--- src/hw/rtl/brf_pkg.sv ---
// Package for the bitmap range find and fill unit.
// Holds the command codes, field widths and the queued command descriptor.
// Depends on nothing; every other file of the unit imports it.
`default_nettype none

package brf_pkg;

    // Command codes carried in the slave-side tuser bit.
    localparam logic CMD_FIND = 1'b0;
    localparam logic CMD_FILL = 1'b1;

    // Field widths of the stream payloads.
    localparam int START_W  = 12;
    localparam int END_W    = 13;
    localparam int POS_W    = 12;
    localparam int S_DATA_W = 32;
    localparam int M_DATA_W = 16;

    // Depth of the queue between the front and back parts.
    localparam int QUEUE_DEPTH = 2;
    localparam int QPTR_W      = 1;
    localparam int QCNT_W      = 2;

    // Operation after classification; an empty range needs no store access.
    typedef enum logic [1:0] {
        OP_NONE,
        OP_FIND,
        OP_FILL
    } op_t;

    typedef struct packed {
        op_t                op;
        logic [START_W-1:0] range_start;
        logic [END_W-1:0]   range_end;
        logic               bit_value;
    } cmd_t;

endpackage

`default_nettype wire

--- src/hw/rtl/bitmap_range_find_and_fill_unit.sv ---
// Top level of the bitmap range find and fill unit.
// Instantiates brf_front, brf_queue and brf_back; depends on brf_pkg.
`default_nettype none

// The unit keeps a bitmap of NUM_WORDS words of WORD_W bits, with bit
// positions counted from the most significant bit of word 0 upward. A find
// command returns the first position in [range_start, range_end) whose bit
// equals bit_value; a fill command writes bit_value over that range. Every
// command produces exactly one result transfer; fills and finds without a
// match report found = 0 and position = 0. range_end is clamped to the store
// size, and a range whose start is not below its end touches nothing. After
// reset the unit runs a clearing pass over every word of its memory;
// s_axis_tready stays low during reset and for the first cycle after it, and
// up to two commands may then be taken into the two-entry queue while the
// pass is still running; they start once it ends. Commands run one at a
// time: a command walks the memory from word 0 at one word per cycle through
// its read port and its write port until it passes the end of its range. A
// find that hits stops early at the word that holds the match, and an empty
// range goes straight to its result. A result that waits in the output register
// keeps the next finished command waiting until it is taken. The front queue
// keeps accepting while a command runs or a result waits in the output
// register.
module bitmap_range_find_and_fill_unit #(
    parameter int WORD_W    = 64,
    parameter int NUM_WORDS = 64
) (
    input  wire logic                         clk,
    input  wire logic                         rst_n,
    input  wire logic                         s_axis_tvalid,
    output logic                              s_axis_tready,
    // range_start [11:0], range_end [24:12], bit_value [25], zero [31:26]
    input  wire logic [brf_pkg::S_DATA_W-1:0] s_axis_tdata,
    // command [0]
    input  wire logic                         s_axis_tuser,
    output logic                              m_axis_tvalid,
    input  wire logic                         m_axis_tready,
    // position [11:0], zero [15:12]
    output logic [brf_pkg::M_DATA_W-1:0]      m_axis_tdata,
    // found [0]
    output logic                              m_axis_tuser
);
    import brf_pkg::*;

    logic             push;
    cmd_t             push_cmd;
    logic             queue_full;
    logic             q_valid;
    logic             q_pop;
    cmd_t             q_cmd;
    logic [POS_W-1:0] res_position;

    brf_front #(
        .WORD_W    (WORD_W),
        .NUM_WORDS (NUM_WORDS)
    ) u_front (
        .s_axis_tvalid (s_axis_tvalid),
        .s_axis_tready (s_axis_tready),
        .s_axis_tdata  (s_axis_tdata),
        .s_axis_tuser  (s_axis_tuser),
        .queue_full    (queue_full),
        .push          (push),
        .push_cmd      (push_cmd)
    );

    brf_queue u_queue (
        .clk       (clk),
        .rst_n     (rst_n),
        .push      (push),
        .push_cmd  (push_cmd),
        .full      (queue_full),
        .pop       (q_pop),
        .not_empty (q_valid),
        .head_cmd  (q_cmd)
    );

    brf_back #(
        .WORD_W    (WORD_W),
        .NUM_WORDS (NUM_WORDS)
    ) u_back (
        .clk          (clk),
        .rst_n        (rst_n),
        .q_valid      (q_valid),
        .q_cmd        (q_cmd),
        .q_pop        (q_pop),
        .res_valid    (m_axis_tvalid),
        .res_found    (m_axis_tuser),
        .res_position (res_position),
        .res_ready    (m_axis_tready)
    );

    assign m_axis_tdata = {{(M_DATA_W - POS_W){1'b0}}, res_position};

endmodule

`default_nettype wire

--- src/hw/rtl/brf_front.sv ---
// Front part of the bitmap range find and fill unit: accepts commands,
// clamps the range end to the store size and classifies each command.
// Depends on brf_pkg.
`default_nettype none

module brf_front #(
    parameter int WORD_W    = 64,
    parameter int NUM_WORDS = 64
) (
    input  wire logic                         s_axis_tvalid,
    output logic                              s_axis_tready,
    input  wire logic [brf_pkg::S_DATA_W-1:0] s_axis_tdata,
    input  wire logic                         s_axis_tuser,
    input  wire logic                         queue_full,
    output logic                              push,
    output brf_pkg::cmd_t                     push_cmd
);
    import brf_pkg::*;

    localparam int TOTAL_BITS = NUM_WORDS * WORD_W;

    logic [START_W-1:0] range_start;
    logic [END_W-1:0]   range_end;
    logic [END_W-1:0]   end_clamped;
    logic               bit_value;

    assign range_start = s_axis_tdata[START_W-1:0];
    assign range_end   = s_axis_tdata[START_W+END_W-1:START_W];
    assign bit_value   = s_axis_tdata[START_W+END_W];

    always_comb
    begin
        end_clamped = range_end;
        if (int'(range_end) > TOTAL_BITS)
        begin
            end_clamped = END_W'(TOTAL_BITS);
        end
        push_cmd.range_start = range_start;
        push_cmd.range_end   = end_clamped;
        push_cmd.bit_value   = bit_value;
        if ({1'b0, range_start} >= end_clamped)
        begin
            push_cmd.op = OP_NONE;
        end
        else if (s_axis_tuser == CMD_FILL)
        begin
            push_cmd.op = OP_FILL;
        end
        else
        begin
            push_cmd.op = OP_FIND;
        end
    end

    assign s_axis_tready = !queue_full;
    assign push          = s_axis_tvalid && !queue_full;

endmodule

`default_nettype wire

--- src/hw/rtl/brf_queue.sv ---
// Short command queue between the front and back parts of the unit.
// Holds classified command descriptors in arrival order.
// Depends on brf_pkg.
`default_nettype none

module brf_queue (
    input  wire logic          clk,
    input  wire logic          rst_n,
    input  wire logic          push,
    input  wire brf_pkg::cmd_t push_cmd,
    output logic               full,
    input  wire logic          pop,
    output logic               not_empty,
    output brf_pkg::cmd_t      head_cmd
);
    import brf_pkg::*;

    cmd_t              slot_reg [QUEUE_DEPTH];
    logic [QPTR_W-1:0] wr_ptr_reg;
    logic [QPTR_W-1:0] rd_ptr_reg;
    logic [QCNT_W-1:0] count_reg;
    logic              ready_reg;
    logic              do_push;
    logic              do_pop;

    // The queue reports itself full during reset and in the first cycle after
    // it, so that no transfer is taken while the pointers are held.
    assign full      = (count_reg == QCNT_W'(QUEUE_DEPTH)) || !ready_reg;
    assign not_empty = (count_reg != '0);
    assign head_cmd  = slot_reg[rd_ptr_reg];
    assign do_push   = push && !full;
    assign do_pop    = pop && not_empty;

    always_ff @(posedge clk)
    begin
        if (do_push)
        begin
            slot_reg[wr_ptr_reg] <= push_cmd;
        end
    end

    always_ff @(posedge clk or negedge rst_n)
    begin
        if (!rst_n)
        begin
            wr_ptr_reg <= '0;
            rd_ptr_reg <= '0;
            count_reg  <= '0;
            ready_reg  <= 1'b0;
        end
        else
        begin
            ready_reg <= 1'b1;
            if (do_push)
            begin
                wr_ptr_reg <= wr_ptr_reg + 1'b1;
            end
            if (do_pop)
            begin
                rd_ptr_reg <= rd_ptr_reg + 1'b1;
            end
            if (do_push && !do_pop)
            begin
                count_reg <= count_reg + 1'b1;
            end
            else if (do_pop && !do_push)
            begin
                count_reg <= count_reg - 1'b1;
            end
        end
    end

    // The fill level never exceeds the number of slots.
    a_count_bound: assert property (@(posedge clk) disable iff (!rst_n)
        count_reg <= QCNT_W'(QUEUE_DEPTH))
        else $error("command queue over capacity");

    // A push into a queue that was full is refused and leaves the level alone.
    a_no_overfill: assert property (@(posedge clk) disable iff (!rst_n)
        (full && push && !pop) |=> full)
        else $error("command queue lost its full level");

    // Popping the only entry without a push empties the queue.
    a_pop_last: assert property (@(posedge clk) disable iff (!rst_n)
        (count_reg == QCNT_W'(1) && pop && !push) |=> !not_empty)
        else $error("command queue not empty after last pop");

endmodule

`default_nettype wire

--- src/hw/rtl/brf_back.sv ---
// Back part of the bitmap range find and fill unit: owns the bitmap memory,
// clears it after reset, walks words for find and fill, holds the result.
// Depends on brf_pkg.
`default_nettype none

module brf_back #(
    parameter int WORD_W    = 64,
    parameter int NUM_WORDS = 64
) (
    input  wire logic                      clk,
    input  wire logic                      rst_n,
    input  wire logic                      q_valid,
    input  wire brf_pkg::cmd_t             q_cmd,
    output logic                           q_pop,
    output logic                           res_valid,
    output logic                           res_found,
    output logic [brf_pkg::POS_W-1:0]      res_position,
    input  wire logic                      res_ready
);
    import brf_pkg::*;

    localparam int WIDX = (NUM_WORDS > 1) ? $clog2(NUM_WORDS) : 1;
    localparam int OW   = $clog2(WORD_W + 1);

    typedef enum logic [1:0] {
        ST_CLEAR,
        ST_IDLE,
        ST_RUN,
        ST_FINISH
    } state_t;

    state_t               state_reg;
    cmd_t                 cur_reg;
    // One bit wider than a range end so that stepping past the last word
    // never wraps back below the end of the range.
    logic [END_W:0]       base_reg;
    logic [WIDX-1:0]      word_reg;
    logic [WIDX-1:0]      clr_reg;
    logic                 p_valid_reg;
    logic [END_W-1:0]     p_base_reg;
    logic [WIDX-1:0]      p_word_reg;
    logic                 found_reg;
    logic [POS_W-1:0]     pos_reg;
    logic                 out_valid_reg;
    logic                 out_found_reg;
    logic [POS_W-1:0]     out_pos_reg;

    logic [WORD_W-1:0]    mem [NUM_WORDS];
    logic [WORD_W-1:0]    rd_data_reg;

    logic                 issue;
    logic [OW-1:0]        lo_off;
    logic [OW-1:0]        hi_off;
    logic [WORD_W-1:0]    in_range;
    logic [WORD_W-1:0]    hit;
    logic                 any_hit;
    logic [OW-1:0]        hit_off;
    logic [END_W-1:0]     hit_pos;
    logic [WORD_W-1:0]    fill_word;
    logic                 mem_we;
    logic [WIDX-1:0]      mem_waddr;
    logic [WORD_W-1:0]    mem_wdata;
    logic                 out_free;

    assign issue    = (state_reg == ST_RUN) && (base_reg < {1'b0, cur_reg.range_end});
    assign q_pop    = (state_reg == ST_IDLE) && q_valid;
    assign out_free = !out_valid_reg || res_ready;

    // Offsets of the range limits inside the word being processed.
    always_comb
    begin
        logic [END_W-1:0] start_ext;
        logic [END_W-1:0] diff_lo;
        logic [END_W-1:0] diff_hi;
        start_ext = {1'b0, cur_reg.range_start};
        diff_lo   = start_ext - p_base_reg;
        diff_hi   = cur_reg.range_end - p_base_reg;
        if (start_ext <= p_base_reg)
        begin
            lo_off = '0;
        end
        else if (diff_lo >= END_W'(WORD_W))
        begin
            lo_off = OW'(WORD_W);
        end
        else
        begin
            lo_off = diff_lo[OW-1:0];
        end
        if (cur_reg.range_end <= p_base_reg)
        begin
            hi_off = '0;
        end
        else if (diff_hi >= END_W'(WORD_W))
        begin
            hi_off = OW'(WORD_W);
        end
        else
        begin
            hi_off = diff_hi[OW-1:0];
        end
    end

    // Offset o counts from the most significant bit of the word.
    always_comb
    begin
        for (int o = 0; o < WORD_W; o++)
        begin
            in_range[o] = (OW'(o) >= lo_off) && (OW'(o) < hi_off);
            hit[o]      = in_range[o] && (rd_data_reg[WORD_W-1-o] == cur_reg.bit_value);
            fill_word[WORD_W-1-o] = in_range[o] ? cur_reg.bit_value
                                                : rd_data_reg[WORD_W-1-o];
        end
    end

    always_comb
    begin
        any_hit = |hit;
        hit_off = '0;
        for (int o = WORD_W - 1; o >= 0; o--)
        begin
            if (hit[o])
            begin
                hit_off = OW'(o);
            end
        end
        hit_pos = p_base_reg + END_W'(hit_off);
    end

    always_comb
    begin
        mem_we    = 1'b0;
        mem_waddr = p_word_reg;
        mem_wdata = fill_word;
        if (state_reg == ST_CLEAR)
        begin
            mem_we    = 1'b1;
            mem_waddr = clr_reg;
            mem_wdata = '0;
        end
        else if ((state_reg == ST_RUN) && p_valid_reg && (cur_reg.op == OP_FILL))
        begin
            mem_we = 1'b1;
        end
    end

    always_ff @(posedge clk)
    begin
        if (mem_we)
        begin
            mem[mem_waddr] <= mem_wdata;
        end
        rd_data_reg <= mem[word_reg];
    end

    always_ff @(posedge clk or negedge rst_n)
    begin
        if (!rst_n)
        begin
            state_reg     <= ST_CLEAR;
            clr_reg       <= '0;
            p_valid_reg   <= 1'b0;
            out_valid_reg <= 1'b0;
            base_reg      <= '0;
            word_reg      <= '0;
        end
        else
        begin
            p_valid_reg <= 1'b0;
            if (out_valid_reg && res_ready)
            begin
                out_valid_reg <= 1'b0;
            end
            case (state_reg)
                ST_CLEAR:
                begin
                    clr_reg <= clr_reg + 1'b1;
                    if (clr_reg == WIDX'(NUM_WORDS - 1))
                    begin
                        state_reg <= ST_IDLE;
                    end
                end
                ST_IDLE:
                begin
                    if (q_valid)
                    begin
                        cur_reg   <= q_cmd;
                        base_reg  <= '0;
                        word_reg  <= '0;
                        found_reg <= 1'b0;
                        pos_reg   <= '0;
                        state_reg <= (q_cmd.op == OP_NONE) ? ST_FINISH : ST_RUN;
                    end
                end
                ST_RUN:
                begin
                    if (issue)
                    begin
                        base_reg    <= base_reg + (END_W + 1)'(WORD_W);
                        word_reg    <= word_reg + 1'b1;
                        p_valid_reg <= 1'b1;
                        p_base_reg  <= base_reg[END_W-1:0];
                        p_word_reg  <= word_reg;
                    end
                    if (p_valid_reg && (cur_reg.op == OP_FIND) && any_hit)
                    begin
                        found_reg   <= 1'b1;
                        pos_reg     <= hit_pos[POS_W-1:0];
                        p_valid_reg <= 1'b0;
                        state_reg   <= ST_FINISH;
                    end
                    else if (!issue && !p_valid_reg)
                    begin
                        state_reg <= ST_FINISH;
                    end
                end
                ST_FINISH:
                begin
                    if (out_free)
                    begin
                        out_valid_reg <= 1'b1;
                        out_found_reg <= found_reg;
                        out_pos_reg   <= pos_reg;
                        state_reg     <= ST_IDLE;
                    end
                end
                default:
                begin
                    state_reg <= ST_IDLE;
                end
            endcase
        end
    end

    assign res_valid    = out_valid_reg;
    assign res_found    = out_found_reg;
    assign res_position = out_pos_reg;

    // Store writes outside the clearing pass come only from fill commands.
    a_write_is_fill: assert property (@(posedge clk) disable iff (!rst_n)
        (mem_we && state_reg != ST_CLEAR) |-> cur_reg.op == OP_FILL)
        else $error("store written by a command that is not a fill");

    // A word in flight only exists while a command walks the store.
    a_pipe_in_run: assert property (@(posedge clk) disable iff (!rst_n)
        p_valid_reg |-> state_reg == ST_RUN)
        else $error("word in flight outside the walk");

    // A finished command lands in the output register once it is free.
    a_result_loaded: assert property (@(posedge clk) disable iff (!rst_n)
        (state_reg == ST_FINISH && out_free) |=> res_valid)
        else $error("finished result not presented");

    // No command leaves the queue during the clearing pass.
    a_no_pop_clear: assert property (@(posedge clk) disable iff (!rst_n)
        state_reg == ST_CLEAR |-> !q_pop)
        else $error("command taken during clearing pass");

endmodule

`default_nettype wire

--- config.mk ---
export PLATFORM = sky130hd
export DESIGN_NAME = bitmap_range_find_and_fill_unit
export DESIGN_NICKNAME = d
export VERILOG_FILES = /design/src/hw/rtl/brf_pkg.sv /design/src/hw/rtl/bitmap_range_find_and_fill_unit.sv /design/src/hw/rtl/brf_front.sv /design/src/hw/rtl/brf_queue.sv /design/src/hw/rtl/brf_back.sv
export SDC_FILE = /design/constraint.sdc
export NUM_CORES = 2
export LEC_CHECK = 0
export BUFFER_PORTS_ARGS = -buffer_cell sky130_fd_sc_hd__buf_2
export CAP_MARGIN = 20
export CORE_ASPECT_RATIO = 1.1
export CORE_MARGIN = 1
export CORE_UTILIZATION = 50
export DETAILED_ROUTE_END_ITERATION = 8
export PLACE_DENSITY = 0.73
export SLEW_MARGIN = 20
export SYNTH_ARGS = -nofsm -noshare
export SYNTH_HDL_FRONTEND = slang
export SYNTH_MEMORY_MAX_BITS = 65536
export SYNTH_SLANG_ARGS = --single-unit
--- constraint.sdc ---
create_clock -name clk -period 7.1 [get_ports clk]
set_input_delay 1.065 -clock clk [delete_from_list [all_inputs] [get_ports clk]]
set_output_delay 1.065 -clock clk [all_outputs]
set_load 0.02 [all_outputs]
# Word level (Yosys, flattened, before mapping)
# Memories as Yosys holds them, arrays and structs flattened. A register that Yosys moved wholly into a read port is not among the register bits.
# Index checks and enable logic that the tools add are counted.
[totals] reg_bits=108 ramBits=4152 word_cells=576 memories=2
[mem_list] memory="u_back.mem" words=64 width=64 read_ports=1 rd_ports_with_merged_regs=1 wr=1 line="brf_back.sv:48" source="logic [WORD_W-1:0] mem [NUM_WORDS];"
[mem_list] memory="u_queue.slot_reg" words=2 width=28 read_ports=1 rd_ports_with_merged_regs=0 wr=1 line="brf_queue.sv:18" source="cmd_t slot_reg [QUEUE_DEPTH];"
[op_classes] n_addsub=10 magnitude_cmp=135 n_eq_ne=77 mux=170 reduce_logical=162
[op_table] operator="two-way mux 6 bit" count=67
[op_table] operator=">= comparator 6 x 7 -> 1 bit, first input constant" count=32
[op_table] operator="< comparator 6 x 7 -> 1 bit, first input constant" count=32
[op_table] operator="logical AND 1 bit" count=141
[op_table] operator=">= comparator 5 x 7 -> 1 bit, first input constant" count=16
[op_table] operator="< comparator 5 x 7 -> 1 bit, first input constant" count=16
[op_table] operator="two-way mux 1 bit" count=79
[op_table] operator="equality test 1 bit" count=64
[op_table] operator="two-way mux 64 bit" count=1
[op_table] operator="OR reduction 64 bit" count=1
[op_table] operator=">= comparator 4 x 7 -> 1 bit, first input constant" count=8
[op_table] operator="< comparator 4 x 7 -> 1 bit, first input constant" count=8
[op_table] operator=">= comparator 3 x 7 -> 1 bit, first input constant" count=4
[op_table] operator="< comparator 3 x 7 -> 1 bit, first input constant" count=4
[op_table] operator="two-way mux 14 bit" count=2
[op_table] operator="two-way mux 7 bit" count=4
[op_table] operator="one-hot mux 14 bit (2 select lines)" count=1
[op_table] operator=">= comparator 13 x 7 -> 1 bit, second input constant" count=2
[op_table] operator="two-way mux 12 bit" count=2
[op_table] operator="one-hot mux 12 bit (2 select lines)" count=1
[op_table] operator="two-way mux 2 bit" count=9
[op_table] operator="adder 14 x 7 -> 14 bit, second input constant" count=1
[op_table] operator=">= comparator 1 x 7 -> 1 bit, first input constant" count=2
[op_table] operator=">= comparator 2 x 7 -> 1 bit, first input constant" count=2
[op_table] operator="other kinds (30)" count=55

# Longest topological paths before layout
[logic_depth] depth_word=74 depth_mapped=17

# By module
# From an unflattened synthesis, not the netlist that was laid out.
[unflattened] hier_cells=7387 area_unflattened_um2=169173.5
[modules_own_cells] mod="brf_back" instances=1 cells_each=7203 area_each_um2=166297.0 seq_area_each_um2=126891.7
[modules_own_cells] mod="brf_queue" instances=1 cells_each=107 area_each_um2=2309.7 seq_area_each_um2=1806.7
[modules_own_cells] mod="brf_front" instances=1 cells_each=72 area_each_um2=533.0 seq_area_each_um2=0.0
[modules_own_cells] mod="bitmap_range_find_and_fill_unit" instances=1 cells_each=5 area_each_um2=33.8 seq_area_each_um2=0.0

# Worst setup path after synthesis
# Ideal clock, no wire load.
[synth_timing] kind="register to register" startpoint="reg u_back.p_base_reg[7]" endpoint="mem u_back.mem[0][34] (data pin)" arrival_time_ps=4929 required_ps=6552 setup_slack_ps=1624 path_stages_with_launch=13 path_cell_list="edfxtp_1 inv_1 ha_1 nor3_1 nor2_1 or4_4 a21o_1 buf_4 o41ai_4 o311ai_1 buf_2 or3_1 a21oi_1"
[synth_between] elab_chain_len=8 elab_cells_between_ends=15 cone_classes="add/sub: 2; order compare: 6; mux: 6; reduce/logical: 1"
[synth_rtl] element="from (decl)" line="brf_back.sv:40" source="logic [END_W-1:0] p_base_reg;"
[synth_rtl] element="from (signal assigned)" line="brf_back.sv:202" source="p_base_reg <= base_reg[END_W-1:0];"
[synth_rtl] element="subtractor 12 x 13 -> 13 bit / subtractor 13 bit (equally long branches)" line="brf_back.sv:76, brf_back.sv:77"
[synth_rtl] element=">= comparator 13 x 7 -> 1 bit (on tied branches)" line="brf_back.sv:82, brf_back.sv:94"
[synth_rtl] element="two-way mux 7 bit (on tied branches)" line="brf_back.sv:82, brf_back.sv:94"
[synth_rtl] element="two-way mux 7 bit (on tied branches)" line="brf_back.sv:78, brf_back.sv:90"
[synth_rtl] element=">= comparator 5 x 7 -> 1 bit / < comparator 5 x 7 -> 1 bit (equally long branches)" line="brf_back.sv:109" source="in_range[o] = (OW'(o) >= lo_off) && (OW'(o) < hi_off);"
[synth_rtl] element="logical AND 1 bit (*)" line="brf_back.sv:109"
[synth_rtl] element="two-way mux 1 bit (*)" line="brf_back.sv:111" source="fill_word[WORD_W-1-o] = in_range[o] ? cur_reg.bit_value"
[synth_rtl] element="two-way mux 64 bit (*)" line="brf_back.sv:135" source="if (state_reg == ST_CLEAR)"
[synth_rtl] element="net u_back.mem_wdata[34]" line="brf_back.sv:62" source="logic [WORD_W-1:0] mem_wdata;"
[synth_rtl] element="to (decl)" line="brf_back.sv:48"
# Mark *: on every way through the listed nets, which the timed path passes. The rest lies on a longest branch.

# Final worst setup path
[layout_timing] startpoint="reg u_back.p_base_reg[6]" endpoint="reg u_back.state_reg[1]"
[layout_between] elab_chain_len=11 elab_cells_between_ends=272 cone_classes="add/sub: 2; order compare: 132; eq/ne: 1; mux: 6; reduce/logical: 131"
[layout_rtl] element="subtractor 12 x 13 -> 13 bit / subtractor 13 bit (equally long branches)" line="brf_back.sv:76, brf_back.sv:77"
[layout_rtl] element=">= comparator 13 x 7 -> 1 bit (on tied branches)" line="brf_back.sv:82, brf_back.sv:94"
[layout_rtl] element="two-way mux 7 bit (on tied branches)" line="brf_back.sv:82, brf_back.sv:94"
[layout_rtl] element="two-way mux 7 bit (on tied branches)" line="brf_back.sv:78, brf_back.sv:90"
[layout_rtl] element=">= comparator 1 x 7 -> 1 bit, or another cell as far along" line="brf_back.sv:109"
[layout_rtl] element="logical AND 1 bit" line="brf_back.sv:109"
[layout_rtl] element="logical AND 1 bit" line="brf_back.sv:110" source="hit[o] = in_range[o] && (rd_data_reg[WORD_W-1-o] == cur_reg.bit_value);"
[layout_rtl] element="OR reduction 64 bit (*)" line="brf_back.sv:118" source="any_hit = |hit;"
[layout_rtl] element="logical AND 1 bit (*)" line="brf_back.sv:205" source="if (p_valid_reg && (cur_reg.op == OP_FIND) && any_hit)"
[layout_rtl] element="inequality test 3 bit (no line) / two-way mux 2 bit (equally long branches)"
[layout_rtl] element="AND reduction 4 bit (no line) / one-hot mux 2 bit (4 select lines) (equally long branches)"
[layout_rtl] element="to (signal assigned)" line="brf_back.sv:192" source="state_reg <= (q_cmd.op == OP_NONE) ? ST_FINISH : ST_RUN;"
[layout_rtl] element="to (decl)" line="brf_back.sv:32" source="state_t state_reg;"
# Every way passes the cells marked *; elsewhere a longest branch is shown, timed or not.
# A chain may end at the register's enable or synchronous reset.

==> flow_metrics.py <==
metrics = {
    "timing": {
        "tightest_slew_ps": 1190,
        "fmax_ghz": 0.164,
        "hold_viol": 0,
        "finalSetupTns_ps": 0,
        "rsz0062_at_grt": "false",
        "fin_crit_ps": 6100,
        "fin_worst_skew_ps": 118,
        "max-slew-margin-rel_pct": 19.8,
        "timing.final.crit_share_pct": 85.9,
        "setup_viol": 0,
        "slew_viol_final": 0,
    },
    "worst_setup_path": {
        "worstPathRequired_ps": 7900,
        "worst-endpoint-arrival_ps": 6900,
        "endpoint_kind": "register",
        "rr_worst_depth": 14,
        "critPathLaunchType": "register",
        "r2r-start": "u_back.p_base_reg[6]",
        "path_class": "register to register",
        "cp_max_fo": 22,
        "r2r_end": "u_back.state_reg[1]",
        "r2r_setup_slack_ps": 1000,
    },
    "place": {
        "io_buffers": 45,
        "placedCellCount": 11758,
        "routabilityCongestion": 0.968,
        "hpwl_mm": 253,
    },
    "logic_synthesis": {
        "synth_ff_type": "edfxtp_1",
        "avgSynthCellArea_um2": 23.0,
        "yosysSeqAreaShare_pct": 76.3,
        "syn_area_mm2": 0.169,
        "synthArstFlopShare_pct": 0.673,
        "synth_edf_count": 4219,
        "ys_seq_elements": 4312,
        "synthCells": 7332,
        "ys_types": 104,
        "ys_warn_count": 0,
    },
    "clock_tree": {
        "cts-buffers-inserted": 399,
        "cts_tree": "done",
        "cts_sinks": 4312,
        "postCtsHoldBufs": 0,
        "cts_max_level": 5,
        "clockBufferDepth": 4,
        "path_clk_slew_ps": 70,
        "ctsResizeCount": 0,
        "cts-root-buf": "clkbuf_16",
        "clk_latency_ps": 980,
        "post_cts_buffers": 0,
    },
    "global_routing": {
        "grt_max_degree": 137,
        "antenna_found_initial": 32,
        "grt_pass1_vias": 84338,
        "grt-ovfl-total": 0,
        "grt_pass1_wl_mm": 663,
        "track_usage_pct": 28.2,
    },
    "layout": {
        "layout.nets": 7787,
        "stdcell_count": 12554,
        "largest_reg_flops": 4096,
        "syn_to_final_growth_pct": 13.2,
        "final_cell_mix": "edfxtp_1 (4219), mux4_2 (1344), clkbuf_16 (406)",
        "drive_gt1_share_pct": 31.0,
        "fin_util_pct": 56.9,
        "final_common_cell": "edfxtp_1",
    },
    "floorplanning": {
        "start_util_pct": 50.3,
        "pin_count": 56,
        "die_x_um": 556,
        "die_y_um": 611,
        "dieArea_mm2": 0.340,
        "core_mm2": 0.336,
        "rows": 223,
    },
    "routing": {
        "drc_errors": 0,
        "drt_iter0_drc": 13529,
        "wirelength_mm": 483,
        "detail-route-antenna-nets": 0,
        "dr.pass1.iters": 5,
        "vias_per_cell": 6.79,
        "wl_per_cell_um": 38.5,
        "vias": 85244,
    },
    "worst_hold_path": {
        "min-delay-path-class": "primary input to asynchronous set/reset pin",
    },
    "power": {
        "peakVddDrop_v": 0.000224,
        "total_power_w": 0.0493,
        "powerDensity_mw_per_mm2": 258,
        "leakage_nw": 50.3,
    },
    "flow_run": {
        "cap_violations": 0,
    },
    "status": {
        "status": "finished, final reports clean",
    },
}
[how the worst max path moves through the flow]
stage | startpoint | end | slack [ps] | cells after the start
final | u_back.p_base_reg[6] | u_back.state_reg[1] | 1000 | 14
after global routing | u_back.p_base_reg[8] | u_back.state_reg[1] | 910 | 14
after CTS | u_back.p_base_reg[8] | u_back.state_reg[1] | 1170 | 14
after detailed placement | u_back.p_base_reg[8] | u_back.state_reg[1] | 1230 | 14
after global placement | u_back.p_base_reg[8] | u_back.state_reg[1] | 1220 | 14
after floorplan | u_back.p_base_reg[7] | u_back.mem[0][34] | 1620 | 12
[final cells by class]
| type | instances | area, um^2 |
|---|---|---|
| Antenna cell | 17 | 42.5 |
| Clock buffer | 505 | 10700 |
| Clock inverter | 227 | 2360 |
| Fill cell | 23138 | 145000 |
| Inverter | 57 | 214 |
| Multi-Input combinational cell | 2583 | 39400 |
| Sequential cell | 4312 | 129000 |
| Tap cell | 4500 | 5630 |
| Timing Repair Buffer | 353 | 4040 |
[cells in the mapped netlist (9+ instances only)]
cell	instances	area (um^2)
a2111oi_0	9	78.8
a211oi_1	20	150
a21o_1	27	203
a21oi_1	88	440
a22o_1	10	87.6
a31oi_1	29	181
and2_1	12	75.1
and3_1	13	81.3
buf_1	107	402
buf_2	22	110
clkbuf_1	247	927
dfrtp_1	29	726
dfxtp_1	64	1280
edfxtp_1	4219	127000
ha_1	44	551
inv_1	56	210
mux2_2	32	360
mux2i_1	27	270
mux4_2	1344	30300
nand2_1	108	405
nand2b_1	25	156
nand3_1	52	260
nand4_1	19	119
nor2_1	254	953
nor2b_1	12	75.1
nor3_1	34	170
nor4_1	12	75.1
o2111ai_1	12	105
o211ai_1	27	203
o21a_1	10	75.1
o21ai_0	45	225
o221ai_1	26	228
o22ai_1	13	81.3
or3_1	12	75.1
xnor2_1	46	403
xor2_1	40	350
[critical path, cell delays in order, from the launching register on]
cell      delay [ps]
edfxtp_1         370
inv_1            160
ha_1             320
o211ai_1         410
a21o_1           180
a211oi_1         120
nor4_4           940
nand2_2          640
o221ai_1         550
o21ai_0          240
and4bb_1         350
nand4_1          350
or3_1            560
o41a_1           440
mux2_4           310
[per-layer routing]
layer	up-vias	track usage (%)	part of all wire, %
met1	45006	37.0	35
met3	1235	6.49	12
met4	16	12.8	5.4
met5	-	0	0.022
met2	6716	45.3	48
li1	32271	-	-
[per-stage QoR]
step	worst slack (ps)	hold slack (ps)	cell area (um^2)
after floorplan	1620	400	169000
after global placement	1220	406	177000
after detailed placement	1230	405	177000
after CTS	1170	202	190000
after global routing	907	271	191000
final	1000	249	191000
[cells by family after synthesis]
group | count (synthesis) | share of synthesized area (%)
compound gates | 442 | 1.91
simple gates | 598 | 1.70
buf+inv | 444 | 1.04
mux | 1404 | 18.3
other cells | 2 | 0.00445
flops | 4312 | 76.3
xor+xnor | 86 | 0.446
fa+ha+maj | 44 | 0.326
[report_power, final]
part           switching, W  total, W  internal, W  leakage (nW)
clock network       0.00940    0.0216       0.0122          6.34
registers         0.0000197    0.0276       0.0276          33.9
logic              0.000110  0.000156    0.0000456          10.0
total               0.00953    0.0493       0.0398          50.3
No activity file was read; power rests on OpenSTA's default activity.
